$ cat config.mk
export PLATFORM = sky130hd
export DESIGN_NAME = i2c_master_register_access
export DESIGN_NICKNAME = d
export VERILOG_FILES = /design/src/rtl/i2cmra_pkg.sv /design/src/rtl/i2cmra_fsm.sv /design/src/rtl/i2c_master_register_access.sv
export SDC_FILE = /design/constraint.sdc
export NUM_CORES = 1
export LEC_CHECK = 0
export BUFFER_PORTS_ARGS = -buffer_cell sky130_fd_sc_hd__clkbuf_2
export CORE_MARGIN = 5
export CORE_UTILIZATION = 63
export DETAILED_ROUTE_END_ITERATION = 16
export PLACE_DENSITY = 0.94
export SETUP_SLACK_MARGIN = 0.5
export SLEW_MARGIN = 0
export SYNTH_ARGS = -nofsm -noshare
export SYNTH_HDL_FRONTEND = slang
export SYNTH_SLANG_ARGS = --single-unit
$ cat constraint.sdc
create_clock -name clk -period 6.6 [get_ports clk]
set_clock_uncertainty 0.05 [all_clocks]
set_input_delay 1.32 -clock clk [delete_from_list [all_inputs] [get_ports clk]]
set_output_delay 1.32 -clock clk [all_outputs]
set_load 0.01 [all_outputs]
$ cat src/rtl/i2cmra_pkg.sv
`default_nettype none
package i2cmra_pkg;

    typedef enum logic [3:0] {
        PH_IDLE    = 4'd0,
        PH_START   = 4'd1,
        PH_TXA     = 4'd2,
        PH_ACKA    = 4'd3,
        PH_TXR     = 4'd4,
        PH_ACKR    = 4'd5,
        PH_TXD     = 4'd6,
        PH_ACKD    = 4'd7,
        PH_RESTART = 4'd8,
        PH_TXB     = 4'd9,
        PH_ACKB    = 4'd10,
        PH_RX      = 4'd11,
        PH_RXACK   = 4'd12,
        PH_STOP    = 4'd13
    } phase_t;

    localparam logic [1:0] MODE_TICK  = 2'd0;
    localparam logic [1:0] MODE_WRITE = 2'd1;
    localparam logic [1:0] MODE_READ  = 2'd2;

    localparam logic [7:0] ADDR_BYTE_RESET = 8'd208;
    localparam logic [7:0] READ_BIT        = 8'h01;
    localparam logic [2:0] LAST_BIT        = 3'd7;
    localparam logic [1:0] TICK_HIGH       = 2'd1;
    localparam logic [1:0] TICK_LAST       = 2'd2;

    typedef struct packed {
        logic [1:0] mode;
        logic [7:0] reg_address;
        logic [7:0] length;
        logic [7:0] write_byte;
        logic       sda_in;
    } item_t;

    typedef struct packed {
        logic       scl;
        logic       sda_low;
        logic       want_byte;
        logic [7:0] read_byte;
        logic       read_valid;
        logic       nack_seen;
        logic       busy_res;
        logic       done_res;
    } result_t;

endpackage
`default_nettype wire

$ cat src/rtl/i2cmra_fsm.sv
`default_nettype none
module i2cmra_fsm (
    input  wire                   clk,
    input  wire                   rst_n,
    input  wire                   step,
    input  wire i2cmra_pkg::item_t item,
    input  wire  [7:0]            addr_byte,
    output i2cmra_pkg::result_t   res
);
    import i2cmra_pkg::*;

    phase_t     phase_reg, phase_next;
    logic [1:0] tick_reg, tick_next;
    logic [2:0] bit_cnt_reg, bit_cnt_next;
    logic [7:0] shifter_reg, shifter_next;
    logic [7:0] reg_addr_reg, reg_addr_next;
    logic [7:0] bytes_left_reg, bytes_left_next;
    logic       is_read_reg, is_read_next;
    logic       nack_reg, nack_next;

    // State as seen after a possible transaction start on this tick.
    logic       start_txn;
    phase_t     cur_phase;
    logic [1:0] cur_tick;
    logic [2:0] cur_bit;
    logic [7:0] cur_bytes;
    logic       cur_nack;

    logic [7:0] tx_src;
    logic [7:0] tx_word;
    logic [7:0] bytes_dec;
    logic       tick_last;

    assign start_txn = (phase_reg == PH_IDLE) &&
                       ((item.mode == MODE_WRITE) || (item.mode == MODE_READ));

    always_comb
    begin
        cur_phase     = phase_reg;
        cur_tick      = tick_reg;
        cur_bit       = bit_cnt_reg;
        cur_bytes     = bytes_left_reg;
        cur_nack      = nack_reg;
        is_read_next  = is_read_reg;
        reg_addr_next = reg_addr_reg;
        if (start_txn)
        begin
            cur_phase     = PH_START;
            cur_tick      = 2'd0;
            cur_bit       = 3'd0;
            cur_bytes     = item.length;
            cur_nack      = 1'b0;
            is_read_next  = (item.mode == MODE_READ);
            reg_addr_next = item.reg_address;
        end
    end

    always_comb
    begin
        case (cur_phase)
            PH_TXA:  tx_src = addr_byte;
            PH_TXR:  tx_src = reg_addr_reg;
            PH_TXD:  tx_src = item.write_byte;
            default: tx_src = addr_byte | READ_BIT;
        endcase
    end

    // A byte is loaded into the shifter on the first tick of its first bit.
    assign tx_word   = (cur_tick == 2'd0 && cur_bit == 3'd0) ? tx_src : shifter_reg;
    assign bytes_dec = cur_bytes - 8'd1;
    assign tick_last = (cur_tick >= TICK_LAST);

    // Next state.
    always_comb
    begin
        phase_next      = cur_phase;
        tick_next       = cur_tick;
        bit_cnt_next    = cur_bit;
        shifter_next    = shifter_reg;
        bytes_left_next = cur_bytes;
        nack_next       = cur_nack;
        case (cur_phase)
            PH_IDLE:
            begin
            end
            PH_START, PH_RESTART:
            begin
                if (cur_tick == TICK_HIGH)
                begin
                    phase_next   = (cur_phase == PH_START) ? PH_TXA : PH_TXB;
                    tick_next    = 2'd0;
                    bit_cnt_next = 3'd0;
                end
                else
                begin
                    tick_next = TICK_HIGH;
                end
            end
            PH_TXA, PH_TXR, PH_TXD, PH_TXB:
            begin
                shifter_next = tx_word;
                if (tick_last)
                begin
                    shifter_next = {tx_word[6:0], 1'b0};
                    tick_next    = 2'd0;
                    if (cur_bit >= LAST_BIT)
                    begin
                        bit_cnt_next = 3'd0;
                        case (cur_phase)
                            PH_TXA:  phase_next = PH_ACKA;
                            PH_TXR:  phase_next = PH_ACKR;
                            PH_TXD:  phase_next = PH_ACKD;
                            default: phase_next = PH_ACKB;
                        endcase
                    end
                    else
                    begin
                        bit_cnt_next = cur_bit + 3'd1;
                    end
                end
                else
                begin
                    tick_next = cur_tick + 2'd1;
                end
            end
            PH_ACKA, PH_ACKR, PH_ACKD, PH_ACKB:
            begin
                if (cur_tick == TICK_HIGH && item.sda_in)
                begin
                    nack_next = 1'b1;
                end
                if (tick_last)
                begin
                    tick_next    = 2'd0;
                    bit_cnt_next = 3'd0;
                    case (cur_phase)
                        PH_ACKA: phase_next = PH_TXR;
                        PH_ACKR:
                        begin
                            if (is_read_reg)
                                phase_next = PH_RESTART;
                            else
                                phase_next = (cur_bytes != 8'd0) ? PH_TXD : PH_STOP;
                        end
                        PH_ACKD:
                        begin
                            bytes_left_next = bytes_dec;
                            phase_next = (bytes_dec != 8'd0) ? PH_TXD : PH_STOP;
                        end
                        default: phase_next = (cur_bytes != 8'd0) ? PH_RX : PH_STOP;
                    endcase
                end
                else
                begin
                    tick_next = cur_tick + 2'd1;
                end
            end
            PH_RX:
            begin
                if (cur_tick == TICK_HIGH)
                begin
                    shifter_next = {shifter_reg[6:0], item.sda_in};
                end
                if (tick_last)
                begin
                    tick_next = 2'd0;
                    if (cur_bit >= LAST_BIT)
                    begin
                        bit_cnt_next = 3'd0;
                        phase_next   = PH_RXACK;
                    end
                    else
                    begin
                        bit_cnt_next = cur_bit + 3'd1;
                    end
                end
                else
                begin
                    tick_next = cur_tick + 2'd1;
                end
            end
            PH_RXACK:
            begin
                if (tick_last)
                begin
                    bytes_left_next = bytes_dec;
                    phase_next      = (bytes_dec != 8'd0) ? PH_RX : PH_STOP;
                    bit_cnt_next    = 3'd0;
                    tick_next       = 2'd0;
                end
                else
                begin
                    tick_next = cur_tick + 2'd1;
                end
            end
            PH_STOP:
            begin
                if (cur_tick == TICK_HIGH)
                begin
                    phase_next = PH_IDLE;
                    tick_next  = 2'd0;
                end
                else
                begin
                    tick_next = TICK_HIGH;
                end
            end
            default:
            begin
                phase_next   = PH_IDLE;
                tick_next    = 2'd0;
                bit_cnt_next = 3'd0;
            end
        endcase
    end

    // Outputs for this tick.
    always_comb
    begin
        res            = '0;
        res.scl        = 1'b1;
        res.nack_seen  = nack_next;
        case (cur_phase)
            PH_IDLE:
            begin
            end
            PH_START, PH_RESTART:
            begin
                res.busy_res = 1'b1;
                res.sda_low  = (cur_tick == TICK_HIGH);
            end
            PH_TXA, PH_TXR, PH_TXD, PH_TXB:
            begin
                res.busy_res = 1'b1;
                res.scl      = (cur_tick == TICK_HIGH);
                res.sda_low  = ~tx_word[7];
            end
            PH_ACKA, PH_ACKR, PH_ACKD, PH_ACKB:
            begin
                res.busy_res  = 1'b1;
                res.scl       = (cur_tick == TICK_HIGH);
                res.want_byte = (phase_next == PH_TXD) && tick_last;
            end
            PH_RX:
            begin
                res.busy_res = 1'b1;
                res.scl      = (cur_tick == TICK_HIGH);
                if (tick_last && cur_bit >= LAST_BIT)
                begin
                    res.read_valid = 1'b1;
                    res.read_byte  = shifter_reg;
                end
            end
            PH_RXACK:
            begin
                res.busy_res = 1'b1;
                res.scl      = (cur_tick == TICK_HIGH);
                res.sda_low  = (cur_bytes > 8'd1);
            end
            PH_STOP:
            begin
                res.busy_res = 1'b1;
                res.scl      = (cur_tick == TICK_HIGH);
                res.sda_low  = 1'b1;
                res.done_res = (cur_tick == TICK_HIGH);
            end
            default:
            begin
            end
        endcase
    end

    always_ff @(posedge clk or negedge rst_n)
    begin
        if (!rst_n)
        begin
            phase_reg      <= PH_IDLE;
            tick_reg       <= 2'd0;
            bit_cnt_reg    <= 3'd0;
            shifter_reg    <= 8'd0;
            reg_addr_reg   <= 8'd0;
            bytes_left_reg <= 8'd0;
            is_read_reg    <= 1'b0;
            nack_reg       <= 1'b0;
        end
        else if (step)
        begin
            phase_reg      <= phase_next;
            tick_reg       <= tick_next;
            bit_cnt_reg    <= bit_cnt_next;
            shifter_reg    <= shifter_next;
            reg_addr_reg   <= reg_addr_next;
            bytes_left_reg <= bytes_left_next;
            is_read_reg    <= is_read_next;
            nack_reg       <= nack_next;
        end
    end

`ifndef SYNTHESIS
    a_done_to_idle: assert property (@(posedge clk) disable iff (!rst_n)
        step && res.done_res |=> phase_reg == PH_IDLE)
        else $error("stop finished but phase did not return to idle");

    a_read_only_in_read: assert property (@(posedge clk) disable iff (!rst_n)
        res.read_valid |-> is_read_reg && phase_reg == PH_RX)
        else $error("read byte completed outside a read transaction");

    a_tick_range: assert property (@(posedge clk) disable iff (!rst_n)
        tick_reg <= TICK_LAST)
        else $error("tick counter out of range");

    a_hold_without_step: assert property (@(posedge clk) disable iff (!rst_n)
        !step |=> $stable(phase_reg) && $stable(bytes_left_reg) && $stable(nack_reg))
        else $error("state changed without a tick");

    a_want_leads_txd: assert property (@(posedge clk) disable iff (!rst_n)
        step && res.want_byte |=> phase_reg == PH_TXD)
        else $error("byte requested but no data byte follows");
`endif

endmodule
`default_nettype wire

$ cat src/rtl/i2c_master_register_access.sv
`default_nettype none
// Channel  Direction  Handshake               Payload
// in       input      in_valid / in_stall     mode, reg_address, length, write_byte, sda_in
// out      output     out_valid / out_stall   scl, sda_low, want_byte, read_byte, read_valid,
//                                             nack_seen, busy_res, done_res
// cfg      input      cfg_valid / cfg_ready   address_byte
//
// Each input transfer is one bus timing tick and yields exactly one output transfer.
// One tick is taken per clock while the output is not stalled; its result passes through
// the input register, then the state machine step into the result register.
// Reset clears the state machine to idle, empties both registers and sets address_byte to 208.
// A stalled output holds the result register; the input side stalls only when both
// registers are full and the output is stalled.
module i2c_master_register_access (
    input  wire        clk,
    input  wire        rst_n,
    input  wire        in_valid,
    output logic       in_stall,
    input  wire  [1:0] mode,
    input  wire  [7:0] reg_address,
    input  wire  [7:0] length,
    input  wire  [7:0] write_byte,
    input  wire        sda_in,
    output logic       out_valid,
    input  wire        out_stall,
    output logic       scl,
    output logic       sda_low,
    output logic       want_byte,
    output logic [7:0] read_byte,
    output logic       read_valid,
    output logic       nack_seen,
    output logic       busy_res,
    output logic       done_res,
    input  wire        cfg_valid,
    output logic       cfg_ready,
    input  wire  [7:0] address_byte
);
    import i2cmra_pkg::*;

    logic    in_valid_reg, in_valid_next;
    item_t   item_reg;
    logic    out_valid_reg, out_valid_next;
    result_t result_reg;
    result_t step_result;
    logic [7:0] addr_byte_reg;
    logic    in_accept;
    logic    advance;

    assign advance   = in_valid_reg && (!out_valid_reg || !out_stall);
    assign in_stall  = in_valid_reg && !advance;
    assign in_accept = in_valid && !in_stall;
    assign cfg_ready = 1'b1;

    always_comb
    begin
        in_valid_next = in_valid_reg;
        if (in_accept)
            in_valid_next = 1'b1;
        else if (advance)
            in_valid_next = 1'b0;

        out_valid_next = out_valid_reg;
        if (advance)
            out_valid_next = 1'b1;
        else if (!out_stall)
            out_valid_next = 1'b0;
    end

    always_ff @(posedge clk or negedge rst_n)
    begin
        if (!rst_n)
        begin
            in_valid_reg  <= 1'b0;
            out_valid_reg <= 1'b0;
            addr_byte_reg <= ADDR_BYTE_RESET;
        end
        else
        begin
            in_valid_reg  <= in_valid_next;
            out_valid_reg <= out_valid_next;
            if (cfg_valid && cfg_ready)
                addr_byte_reg <= address_byte;
        end
    end

    always_ff @(posedge clk)
    begin
        if (in_accept)
        begin
            item_reg.mode        <= mode;
            item_reg.reg_address <= reg_address;
            item_reg.length      <= length;
            item_reg.write_byte  <= write_byte;
            item_reg.sda_in      <= sda_in;
        end
        if (advance)
            result_reg <= step_result;
    end

    i2cmra_fsm u_fsm (
        .clk       (clk),
        .rst_n     (rst_n),
        .step      (advance),
        .item      (item_reg),
        .addr_byte (addr_byte_reg),
        .res       (step_result)
    );

    assign out_valid  = out_valid_reg;
    assign scl        = result_reg.scl;
    assign sda_low    = result_reg.sda_low;
    assign want_byte  = result_reg.want_byte;
    assign read_byte  = result_reg.read_byte;
    assign read_valid = result_reg.read_valid;
    assign nack_seen  = result_reg.nack_seen;
    assign busy_res   = result_reg.busy_res;
    assign done_res   = result_reg.done_res;

endmodule
`default_nettype wire
# --- Yosys cells after proc, flatten, opt, wreduce, memory -nomap -nowiden ---
# Index checks and enable logic that the tools add are counted.
word_totals:
  reg_bits: 87
  input_bits: 40
  out_inout_bits: 18
classes:
  addsub: 3
  order_cmp: 3
  eq_ne: 19
  muxes: 48
  n_bitwise: 1
  reduce_logical: 35
ops:
  columns: ["cell", "n"]
  rows:
  - ["$mux 8", 7]
  - ["$mux 4", 13]
  - ["$pmux 8 s2", 2]
  - ["$pmux 4 s7", 1]
  - ["$eq 4x4->1 const B", 6]
  - ["$pmux 4 s3", 2]
  - ["$pmux 8 s3", 1]
  - ["$mux 3", 7]
  - ["$eq 4x3->1 const B", 5]
  - ["$reduce_bool 8->1", 2]
  - ["$reduce_or 13->1", 1]
  - ["$pmux 3 s4", 1]
  - ["$reduce_or 11->1", 1]
  - ["$mux 1", 10]
  - ["$reduce_or 10->1", 1]
  - ["$reduce_or 5->1", 2]
  - ["$eq 4x2->1 const B", 2]
  - ["$gt 8x1->1 const B", 1]
  - ["$logic_and 1x1->1", 8]
  - ["$logic_not 4->1", 2]
  - ["$reduce_or 4->1", 2]
  - ["$sub 8x1->8 const B", 1]
  - ["$pmux 2 s3", 1]
  - ["$eq 2x1->1 const B", 2]
  - ["other kinds (19)", 28]

# --- Longest topological paths before layout ---
logic_depth:
  word_depth: 12
  ltp_mapped: 15
  mapped_depth_nobuf: 14

# --- Hierarchy ---
# Synthesis repeated with hierarchy kept, for this count alone.
hier_totals:
  cells_unflattened: 473
  hier_area_um2: 4890.9
by_module_without_submodules:
  columns: ["mod", "n_inst", "cells_per_inst", "area_per_inst_um2", "seq_area_each_um2"]
  rows:
  - ["i2cmra_fsm", 1, 404, 3196.8, 875.8]
  - ["i2c_master_register_access", 1, 69, 1694.1, 1515.2]

# --- Least setup slack after synthesis ---
# OpenSTA, ideal clock, no wires.
synth_timing:
  kind: "register to register"
  start: "register item_reg[26] (netlist name)"
  end: "register result_reg (netlist bit want_byte), data pin"
  t_arrival_ns: 2.897
  required_time_ns: 6.283
  path_slack_ns: 3.386
  path_stages_with_launch: 14
  n_path_buf: 1
  synth_period_minus_slack_ns: 3.214
  path_cell_list: "edfxtp_1 ha_1 nor3_1 nand2_2 clkbuf_1 nand2_1 inv_1 ha_1 ha_1 a31oi_1 nor2_1 a21o_1 nor3b_1 o22ai_1"
synth_via:
  elab_chain_cells: 12
  elab_cells_between_ends: 50
  classes_between: "add/sub (1); order compare (2); eq/ne (17); mux (21); reduce/logical (9)"
synth_lines:
  columns: ["element", "line", "rtl"]
  rows:
  - ["from (decl)", "i2c_master_register_access.sv:41", "item_t item_reg;"]
  - ["$eq 2x1->1 or $eq 2x2->1 (tied branches)", "i2cmra_fsm.sv:35", "((item.mode == MODE_WRITE) || (item.mode == MODE_READ));"]
  - ["$logic_or 1x1->1 *", "i2cmra_fsm.sv:35", null]
  - ["$logic_and 1x1->1 *", "i2cmra_fsm.sv:34", "assign start_txn = (phase_reg == PH_IDLE) &&"]
  - ["$mux 8", "i2cmra_fsm.sv:46", "if (start_txn)"]
  - ["$sub 8x1->8 or $reduce_bool 8->1 (tied branches)", "i2cmra_fsm.sv:70, i2cmra_fsm.sv:143, i2cmra_fsm.sv:150", null]
  - ["$reduce_bool 8->1 or $mux 4 (tied branches)", "i2cmra_fsm.sv:148, i2cmra_fsm.sv:187, i2cmra_fsm.sv:143", null]
  - ["$mux 4, on equally long branches", "i2cmra_fsm.sv:148, i2cmra_fsm.sv:140", null]
  - ["$pmux 4 s3", "i2cmra_fsm.sv:136", "case (cur_phase)"]
  - ["$mux 4", "i2cmra_fsm.sv:132", "if (tick_last)"]
  - ["$pmux 4 s7", "i2cmra_fsm.sv:82", "case (cur_phase)"]
  - ["$eq 4x3->1", "i2cmra_fsm.sv:242", "res.want_byte = (phase_next == PH_TXD) && tick_last;"]
  - ["$logic_and 1x1->1", "i2cmra_fsm.sv:242", null]
  - ["to (signal assigned)", "i2c_master_register_access.sv:97", "result_reg <= step_result;"]
  - ["to (decl)", "i2c_master_register_access.sv:43", "result_t result_reg;"]
# Every way passes the cells marked *; elsewhere a longest branch is shown, timed or not.
# A chain may end at the register's enable or synchronous reset.

# --- Final worst setup path ---
# Same ends and word-level chain as after synthesis.

==> flow_summary.yaml <==
cells_and_area:
  largest_reg_flops: 27
  layout-drive-gt1-share: 0.2139
  fill_cells: 565
  n_antenna_cell: 0
  final_common_cell: "clkbuf_2"
  area_growth_syn_to_layout_pct: 9.889
  nets: 589
  layout_common_cells: "56 x clkbuf_2, 42 x dfrtp_1, 42 x edfxtp_1"
synthesis:
  ys_ff_latch: 87
  syn_avg_cell_area_um2: 10.04
  synth-seq-area-share: 0.4724
  synth_nets: 551
  ys_warn_count: 0
  synth_edf_count: 42
  netlist_top_cells_area: "edfxtp_1 25%, dfrtp_1 21%, mux2_2 4.4%"
  yosys.area.top_type: "edfxtp_1"
  synth_cell_types: 82
  yosysTopAreaCellShare: 0.2492
  synthArstFlopShare: 0.5172
  synth_flop_cell: "edfxtp_1"
  netlist_area_mm2: 0.005061
  postSynthCellCount: 504
clock_tree:
  root_buffer: "clkbuf_8"
  post_cts_buffers: 0
  clkSlewWorstSetupHoldPaths_ns: 0.10
  cts_num_sinks: 87
  numCtsBuffers: 9
  cts_resized: 0
  cts_buffer_depth: 2
  ctsHtreeMaxLevel: 3
  hold_buffers: 0
  cts_tree: "done"
  insertion_delay_ns: 0.37
drt:
  firstDrtPassIters: 6
  drc: 0
  ant_nets: 0
  via_per_inst: 6.852
  drtIter0Drc: 614
  avgRoutedWirePerCell_um: 20.20
  drt_wl_total_um: 13110
  dr_total_vias: 4447
die:
  die_w_um: 99.63
  die_h_um: 99.63
  pin_count: 58
  start_util: 0.6516
  std_cell_rows: 32
  dieArea_mm2: 0.009926
  core_region_area_mm2: 0.007767
setup_path:
  path_cells: "ha_1, or3_1, nor2_4, mux2i_1, ha_1, inv_1, a21oi_1, a211oi_1, nor3b_1, o22ai_1"
  cp-end-kind: "flop"
  crit_top_cell: "ha_1"
  crit_path_top_delay_cell: "ha_1"
  critPathMaxFanout: 19
  reg2reg_depth: 10
  required_ns: 6.67
  max_stage_delay_ns: 0.53
  crit_type: "flop to flop"
  critPathLaunchType: "flop"
  worst-endpoint-arrival_ns: 4.10
flow_run:
  cap_violations: 0
grt:
  grt_max_degree: 46
  grt_pass1_vias: 4206
  grt_pass1_wl_um: 20910
  antenna_found_initial: 0
  grt.total_usage: 0.2640
  grt.overflow.total: 0
timing:
  fin_tns_setup_ns: 0
  fmax_mhz: 247.8
  setup-violations-final: 0
  finalHoldViolations: 0
  finalCritPeriodShare: 0.6114
  slew-limit-headroom: 0.2506
  tightest_slew_ns: 1.124
  grt_setup_unrepaired: "no"
  min_period_ns: 4.035
  slew_viol_final: 0
power_and_ir_drop:
  peakVddDrop_mv: 0.2174
  design_power_total_w: 0.002354
  p_leak_nw: 2.281
  powerDensity_mw_per_mm2: 423.2
place:
  io_buffers: 56
  place.gp.congestion: 0.9379
  dp_hpwl_um: 8856
hold_path:
  min_path_cells: 1
  hp-class: "flop to flop"
outcome:
  status: "finished clean"
-- where the power goes --
part / internal [W] / leakage (nW) / switching [W]
clock network: 0.000183 / 0.101 / 0.000216
registers: 0.000706 / 0.946 / 0.000156
logic: 0.000426 / 1.23 / 0.000667
-- metal layers --
metal / share of wire / up-vias / global-route usage
met5: 0 / - / 0
met4: 0.032 / 0 / 0.09664
li1: - / 1967 / -
met3: 0.11 / 59 / 0.06031
met1: 0.38 / 2092 / 0.3521
met2: 0.48 / 329 / 0.4236
-- cells in the mapped netlist (3+ instances only) --
cell type   n
a21o_1      4
nand3_1    20
o21a_1      8
nor2_1     37
or3_1       4
buf_1       3
buf_2      13
dfstp_2     3
nand2_1    37
a211oi_1    4
o41ai_1     3
clkbuf_1   15
nor2b_1     7
and2_1     13
and3_1      4
nor3_1     12
nand4_1     4
inv_1      17
mux2_2     20
edfxtp_1   42
a41oi_1     3
o22ai_1     9
dfrtp_1    42
mux4_2      4
o211ai_1    7
o21ai_0    27
a22o_1      3
a21oi_1    37
mux2i_1     7
nand2b_1    7
a22oi_1     4
nor3b_1     5
a31oi_1     7
ha_1        7
-- area by class of cell --
class,count,area [um2],share of cell area
flip-flops and latches,87,2391,0.4299
inverters,18,67.56,0.01215
multi-input cells,365,2444,0.4394
well taps,102,127.6,0.02295
clock inverters,7,90.09,0.01620
clock buffers,9,123.9,0.02227
repair buffers,61,317.8,0.05714
-- critical path, delay by kind of cell, from the launching register on --
family,cells,cell delay (ns)
mux,1,0.43
flops,1,0.38
buf+inv,1,0.17
simple gates,3,1.21
fa+ha+maj,2,0.94
compound gates,3,0.62
-- cells by family after synthesis --
| family | share of synthesized area |
|---|---|
| AOI/OAI and AO/OA | 0.2069 |
| other | 0.0007409 |
| adders and majority gates | 0.01928 |
| buffers and inverters | 0.04474 |
| and+or+nand+nor | 0.1745 |
| muxes | 0.07615 |
| DFF | 0.4724 |
| xor gates and xnor gates | 0.005193 |
-- stage by stage --
stage	worst slack, ns	cell area [um2]	cells	util	hold WS, ns
floorplan	3.386	5061	504	-	0.4055
global placement	2.799	5348	633	0.6885	0.4108
detailed placement	2.706	5348	633	0.6885	0.4159
CTS	2.702	5562	649	0.7160	0.4371
global route	2.379	5562	649	0.7160	0.4528
finish	2.565	5562	649	0.7160	0.4290
-- path summary, 6_finish.rpt --
check,from,end,slack (ns)
max,item_reg[26],want_byte,2.56
min reg2reg,item_reg[19],u_fsm.reg_addr_reg[2],0.43
max in group asynchronous,rst_n,u_fsm.bytes_left_reg[4],5.09
max reg2reg,item_reg[26],want_byte,2.56
min,item_reg[19],u_fsm.reg_addr_reg[2],0.43
min in group asynchronous,rst_n,u_fsm.bytes_left_reg[0],0.99
(Power assumes the default switching activity.)
